## config.mk

```make
export PLATFORM = sky130hd
export DESIGN_NAME = tkh_ctrl
export DESIGN_NICKNAME = d
export VERILOG_FILES = /design/src/design/tkh_pkg.sv /design/src/design/tkh_ctrl.sv
export SDC_FILE = /design/constraint.sdc
export NUM_CORES = 1
export LEC_CHECK = 0
export ABC_CLOCK_PERIOD_IN_PS = 3900
export BUFFER_PORTS_ARGS = -buffer_cell sky130_fd_sc_hd__clkbuf_2
export CAP_MARGIN = 20
export CORE_AREA = 2 2 39 41
export CTS_CLUSTER_DIAMETER = 80
export CTS_CLUSTER_SIZE = 28
export DETAILED_ROUTE_END_ITERATION = 16
export DIE_AREA = 0 0 41 43
export GPL_TIMING_DRIVEN = 0
export PLACE_DENSITY = 0.69
export SKIP_CTS_REPAIR_TIMING = 1
export SYNTH_ARGS = -nofsm -noshare
export SYNTH_HDL_FRONTEND = slang
export SYNTH_SLANG_ARGS = --single-unit
```

## constraint.sdc

```tcl
create_clock -name clock -period 3.9 [get_ports clock]
set_clock_uncertainty 0.05 [all_clocks]
set_input_delay 0.78 -clock clock [delete_from_list [all_inputs] [get_ports clock]]
set_output_delay 0.78 -clock clock [all_outputs]
set_load 0.01 [all_outputs]
```

## src/design/tkh_pkg.sv

```systemverilog
// Package for the top-K min-heap tracker: field widths, constant codes and the
// command and status structs between the controller and the datapath.
// Depends on nothing; every other design file but tkh_ram imports it.
`default_nettype none

package tkh_pkg;

   localparam int unsigned VAL_W  = 32;
   localparam int unsigned IDX_W  = 32;
   localparam int unsigned KEEP_W = 7;
   localparam int unsigned WORD_W = VAL_W + IDX_W;

   localparam logic [KEEP_W-1:0] KEEP_RESET = 7'd64;

   localparam logic OP_INSERT = 1'b0;
   localparam logic OP_POP    = 1'b1;

   typedef struct packed {
      logic accept;
      logic append;
      logic rd_up;
      logic rd_down;
      logic rd_root;
      logic rd_pop;
      logic wr_cur;
      logic move_up;
      logic move_down;
      logic pop_take;
      logic load_res;
      logic load_empty;
   } cmd_type;

   typedef struct packed {
      logic empty;
      logic full;
      logic at_root;
      logic up_move;
      logic has_left;
      logic down_move;
      logic drop;
   } sts_type;

endpackage

`default_nettype wire

```

## src/design/tkh_ctrl.sv

```systemverilog
// Controller of the top-K min-heap tracker: sequences inserts, pops and the
// sift steps, and owns the input and result handshakes. Depends on tkh_pkg.
`default_nettype none

module tkh_ctrl (
   input  wire logic             clock,
   input  wire logic             reset,
   input  wire logic             req_tvalid,
   output logic                  req_tready,
   input  wire logic             opcode,
   output logic                  rsp_tvalid,
   input  wire logic             rsp_tready,
   input  wire tkh_pkg::sts_type st,
   output tkh_pkg::cmd_type      cmd
);
   import tkh_pkg::*;

   localparam logic [3:0] S_IDLE     = 4'd0;
   localparam logic [3:0] S_UP_RD    = 4'd1;
   localparam logic [3:0] S_UP_CMP   = 4'd2;
   localparam logic [3:0] S_ROOT_RD  = 4'd3;
   localparam logic [3:0] S_ROOT_CMP = 4'd4;
   localparam logic [3:0] S_DN_RD    = 4'd5;
   localparam logic [3:0] S_DN_CMP   = 4'd6;
   localparam logic [3:0] S_POP_RD   = 4'd7;
   localparam logic [3:0] S_POP_CMP  = 4'd8;

   logic [3:0] state_ff, state_in;
   logic       rsp_valid_ff, rsp_valid_in;
   logic       out_free;

   assign out_free   = !rsp_valid_ff || rsp_tready;
   assign req_tready = (state_ff == S_IDLE);

   always_comb begin
      cmd      = '0;
      state_in = state_ff;
      unique case (state_ff)
         S_IDLE: begin
            if (req_tvalid) begin
               cmd.accept = 1'b1;
               if (opcode == OP_POP) begin
                  state_in = S_POP_RD;
               end else if (!st.full) begin
                  cmd.append = 1'b1;
                  state_in   = S_UP_RD;
               end else begin
                  state_in = S_ROOT_RD;
               end
            end
         end
         S_UP_RD: begin
            if (st.at_root) begin
               cmd.wr_cur = 1'b1;
               state_in   = S_IDLE;
            end else begin
               cmd.rd_up = 1'b1;
               state_in  = S_UP_CMP;
            end
         end
         S_UP_CMP: begin
            if (st.up_move) begin
               cmd.move_up = 1'b1;
               state_in    = S_UP_RD;
            end else begin
               cmd.wr_cur = 1'b1;
               state_in   = S_IDLE;
            end
         end
         S_ROOT_RD: begin
            cmd.rd_root = 1'b1;
            state_in    = S_ROOT_CMP;
         end
         S_ROOT_CMP: begin
            state_in = st.drop ? S_IDLE : S_DN_RD;
         end
         S_DN_RD: begin
            if (!st.has_left) begin
               cmd.wr_cur = 1'b1;
               state_in   = S_IDLE;
            end else begin
               cmd.rd_down = 1'b1;
               state_in    = S_DN_CMP;
            end
         end
         S_DN_CMP: begin
            if (st.down_move) begin
               cmd.move_down = 1'b1;
               state_in      = S_DN_RD;
            end else begin
               cmd.wr_cur = 1'b1;
               state_in   = S_IDLE;
            end
         end
         S_POP_RD: begin
            cmd.rd_pop = 1'b1;
            if (out_free) begin
               if (st.empty) begin
                  cmd.load_res   = 1'b1;
                  cmd.load_empty = 1'b1;
                  state_in       = S_IDLE;
               end else begin
                  state_in = S_POP_CMP;
               end
            end
         end
         S_POP_CMP: begin
            cmd.pop_take = 1'b1;
            cmd.load_res = 1'b1;
            state_in     = S_DN_RD;
         end
         default: begin
            state_in = S_IDLE;
         end
      endcase
   end

   assign rsp_valid_in = cmd.load_res || (rsp_valid_ff && !rsp_tready);

   always_ff @(posedge clock) begin
      if (reset) begin
         state_ff     <= S_IDLE;
         rsp_valid_ff <= 1'b0;
      end else begin
         state_ff     <= state_in;
         rsp_valid_ff <= rsp_valid_in;
      end
   end

   assign rsp_tvalid = rsp_valid_ff;

`ifndef ASSERT_OFF
   a_load_free: assert property (@(posedge clock) disable iff (reset)
      cmd.load_res |-> out_free)
      else $error("Result loaded over a beat that was not taken.");

   a_pop_cmp_entry: assert property (@(posedge clock) disable iff (reset)
      (state_ff == S_POP_CMP) |-> ($past(state_ff) == S_POP_RD))
      else $error("Pop compare entered without its read.");

   a_dn_cmp_entry: assert property (@(posedge clock) disable iff (reset)
      (state_ff == S_DN_CMP) |-> ($past(state_ff) == S_DN_RD))
      else $error("Sift-down compare entered without its read.");
`endif

endmodule

`default_nettype wire

```

==> impl_metrics.toml <==
[run_status]
run_status = "completed"

[pwr]
power_frac_comb = 0.596
p_seq_frac = 0.224
cellInternalPower_uw = 188
power.density_cell_area_nw_per_um2 = 500
power_switching_share = 0.426
power_frac_clock = 0.180
vdd.ir_drop.worst_v = 0.000201
switchingPower_uw = 140
p_leak_nw = 0.295

[placement]
final_gp_congestion = 0.717
dp_hpwl_um = 1010
portBuffers = 25
postPlaceCellArea_um2 = 631

[timing]
fin_setup_tns_ps = 0
final_hold_viol_count = 0
setup_viol = 0
final_period_minus_worst_setup_slack_ps = 2350
max-slew-margin-rel = 0.769
finalMaxSlewViolations = 0
worstMarginPinSlew_ps = 343
timing.final.crit_share = 0.603
max_freq_ghz = 0.425
grt_setup_unrepaired = "no"

[clock_network]
clk_pin_slew_ps = 40
clk_tree_root_cell = "clkbuf_4"
h_tree_depth = 1
tritoncts_clock_tree = "built"
numClockSinks = 5
tritoncts.num_buffers = 3
buffer_levels_on_the_longest_clock_path = 2
clock_insertion_delay_worst_skew_ps = 240

[synth]
post_synth_most_frequent_cells = "a21oi_1 (9), nand2_1 (7), nand2b_1 (6)"
synth_edf_count = 0
async_flop_share = 0
post_synth.cell_area_avg_um2 = 6.94
yosysWarningCount = 0
yosys.area.top_type = "dfxtp_1"
synth_top_area_frac = 0.206
synth-seq-area-share = 0.206
synth_cell_types = 30
synth.most_common_cell = "a21oi_1"
post_synth_main_area_contributors = "dfxtp_1 (21%), a21oi_1 (9.3%), nand2b_1 (7.7%), nand2_1 (5.4%), nor3_1 (4.1%)"
synth_area_um2 = 485
synth_seq_cells = 5
synth_top_flop_cell = "dfxtp_1"
postSynthCellCount = 70
synth_fp_nets = 82

[final_layout]
flow.area_growth_from_synthesis_pct = 35.3
final_core_utilization = 0.475
drive_above_1_share = 0.364
layout.nets = 112
finalInstanceArea_um2 = 657
antennaDiodeCount = 0

[worst_setup_path]
cp_data_arrival_time_ps = 1520
r2r_start = "state_ff[3]"
timing.reg2reg.setup_slack_ps = 2620
worst_setup_path_end_kind = "output port"
worstPathBufferInverterCount = 2
crit_top_cell = "clkbuf_2"
cp_top_family = "simple AND/OR/NAND/NOR gates"
critPathSlowestCell = "or2_1"
startpoint = "rsp_tready"
critical_path.cell_chain = "clkbuf_2 > nand2b_1 > and3_1 > or2_1 > clkbuf_2"
crit_path_max_incr_delay_ps = 200
path_type_of_the_worst_setup_path = "in -> out"
critical_path_peak_fanout = 2
cp.required_ps = 3070
critical_path.startpoint_type = "input pin"

[floorplan]
die_x_um = 41
core_region_area_um2 = 1380
io_pins = 26
placement_rows = 14
overall_die_area_um2 = 1760
die_h_um = 43
floorplan.initialDensity = 0.351

[min_path]
hold_path.startpoint = "rsp_tvalid"
worst_hold_path_type = "reg -> reg"

[drt]
drtPass1Iterations = 4
finalWirelength_um = 1260
first_iter_violations = 2
route.vias.total = 592
final_antenna_violating_net_count = 0
detail_route.wl_per_cell_um = 11.0
drc = 0
detail_route.vias_per_cell = 5.15

[global_route]
grt_overflow = 0
grt.total_usage = 0.153
grt_antenna_before_repair = 0
grt_pass1_wl_um = 1900
grt_max_degree = 11
first_global_vias = 501

[job]
max_cap_violations = 0
## metrics by stage
step                      hold WS [ps]  worst slack [ps]  std cells  power [mW]
after global placement             500              1560        111       0.269
after floorplan                    537              1700         70       0.216
after global routing               600              1440        115       0.359
final                              520              1550        115       0.328
after detailed placement           508              1540        111       0.271
after CTS                          525              1540        115       0.333
## layout by cell type (no fill, tap or decap)
| master | n |
|---|---|
| nand3_1 | 1 |
| or3_1 | 1 |
| o21ai_0 | 2 |
| buf_6 | 1 |
| o21ai_1 | 3 |
| nor2b_1 | 1 |
| buf_4 | 1 |
| a31oi_1 | 1 |
| nor2_2 | 1 |
| nand3b_1 | 1 |
| nor4b_2 | 1 |
| clkbuf_2 | 25 |
| and3_1 | 1 |
| o21bai_1 | 1 |
| or2_1 | 3 |
| nand2b_1 | 6 |
| inv_1 | 1 |
| nor3b_2 | 1 |
| nor2_1 | 4 |
| a21oi_1 | 9 |
| buf_2 | 3 |
| a21o_1 | 1 |
| a211oi_1 | 1 |
| clkbuf_4 | 3 |
| nor3b_1 | 2 |
| nand2_1 | 7 |
| dfxtp_1 | 5 |
| nor3_1 | 4 |
| nor4b_1 | 2 |
| nor4_1 | 3 |
| clkbuf_1 | 1 |
| o311ai_0 | 1 |
| and2_1 | 1 |
## path summary, 6_finish.rpt
check,to,cells past startpoint
worst max-delay path,cmd[1],5
worst min-delay path,state_ff[3],3
worst max register to register,state_ff[0],5
worst min register to register,state_ff[3],3
## sequential cells by signal, indices dropped and copies added (netlist names)
name	flops
state_ff	4
rsp_tvalid	1
## power groups by stage
stage / Clock, mW / Combinational, mW / Sequential (mW)
global placement: 0 / 0.194 / 0.0743
detailed placement: 0 / 0.196 / 0.0746
finish: 0.0590 / 0.195 / 0.0737
global route: 0.0645 / 0.219 / 0.0753
floorplan: 0 / 0.144 / 0.0717
CTS: 0.0618 / 0.197 / 0.0736
## cells by family after synthesis
| logic type | count (synthesis) | synth area share |
|---|---|---|
| compound gates | 19 | 0.222 |
| buf+inv | 6 | 0.0773 |
| flops | 5 | 0.206 |
| simple gates | 40 | 0.495 |
## routing by layer
layer  part of all wire  vias to the layer above  track usage  routed length, µm
met5                  0                        -            0                  0
met4             0.0048                        0       0.0800                  6
met3              0.070                        2       0.0157                 88
met2               0.45                       27        0.234                566
met1               0.48                      252        0.202                601
li1                   -                      311            -                  -
## cell type report
class / instances / area [µm²]
sequential: 5 / 100
multi-input combinational: 59 / 348
timing repair buffer: 25 / 125
tap: 16 / 20.0
fill: 154 / 727
buffer: 5 / 33.8
clock buffer: 4 / 26.3
inverter: 1 / 3.75
## worst register-to-register path, cell delays in order (launching register included)
cell and delay (ps):
dfxtp_1 420, buf_2 250, nor4_1 80, nor4b_1 230, o21ai_1 110, o21ai_1 80
No activity file was read; power rests on OpenSTA's default activity.
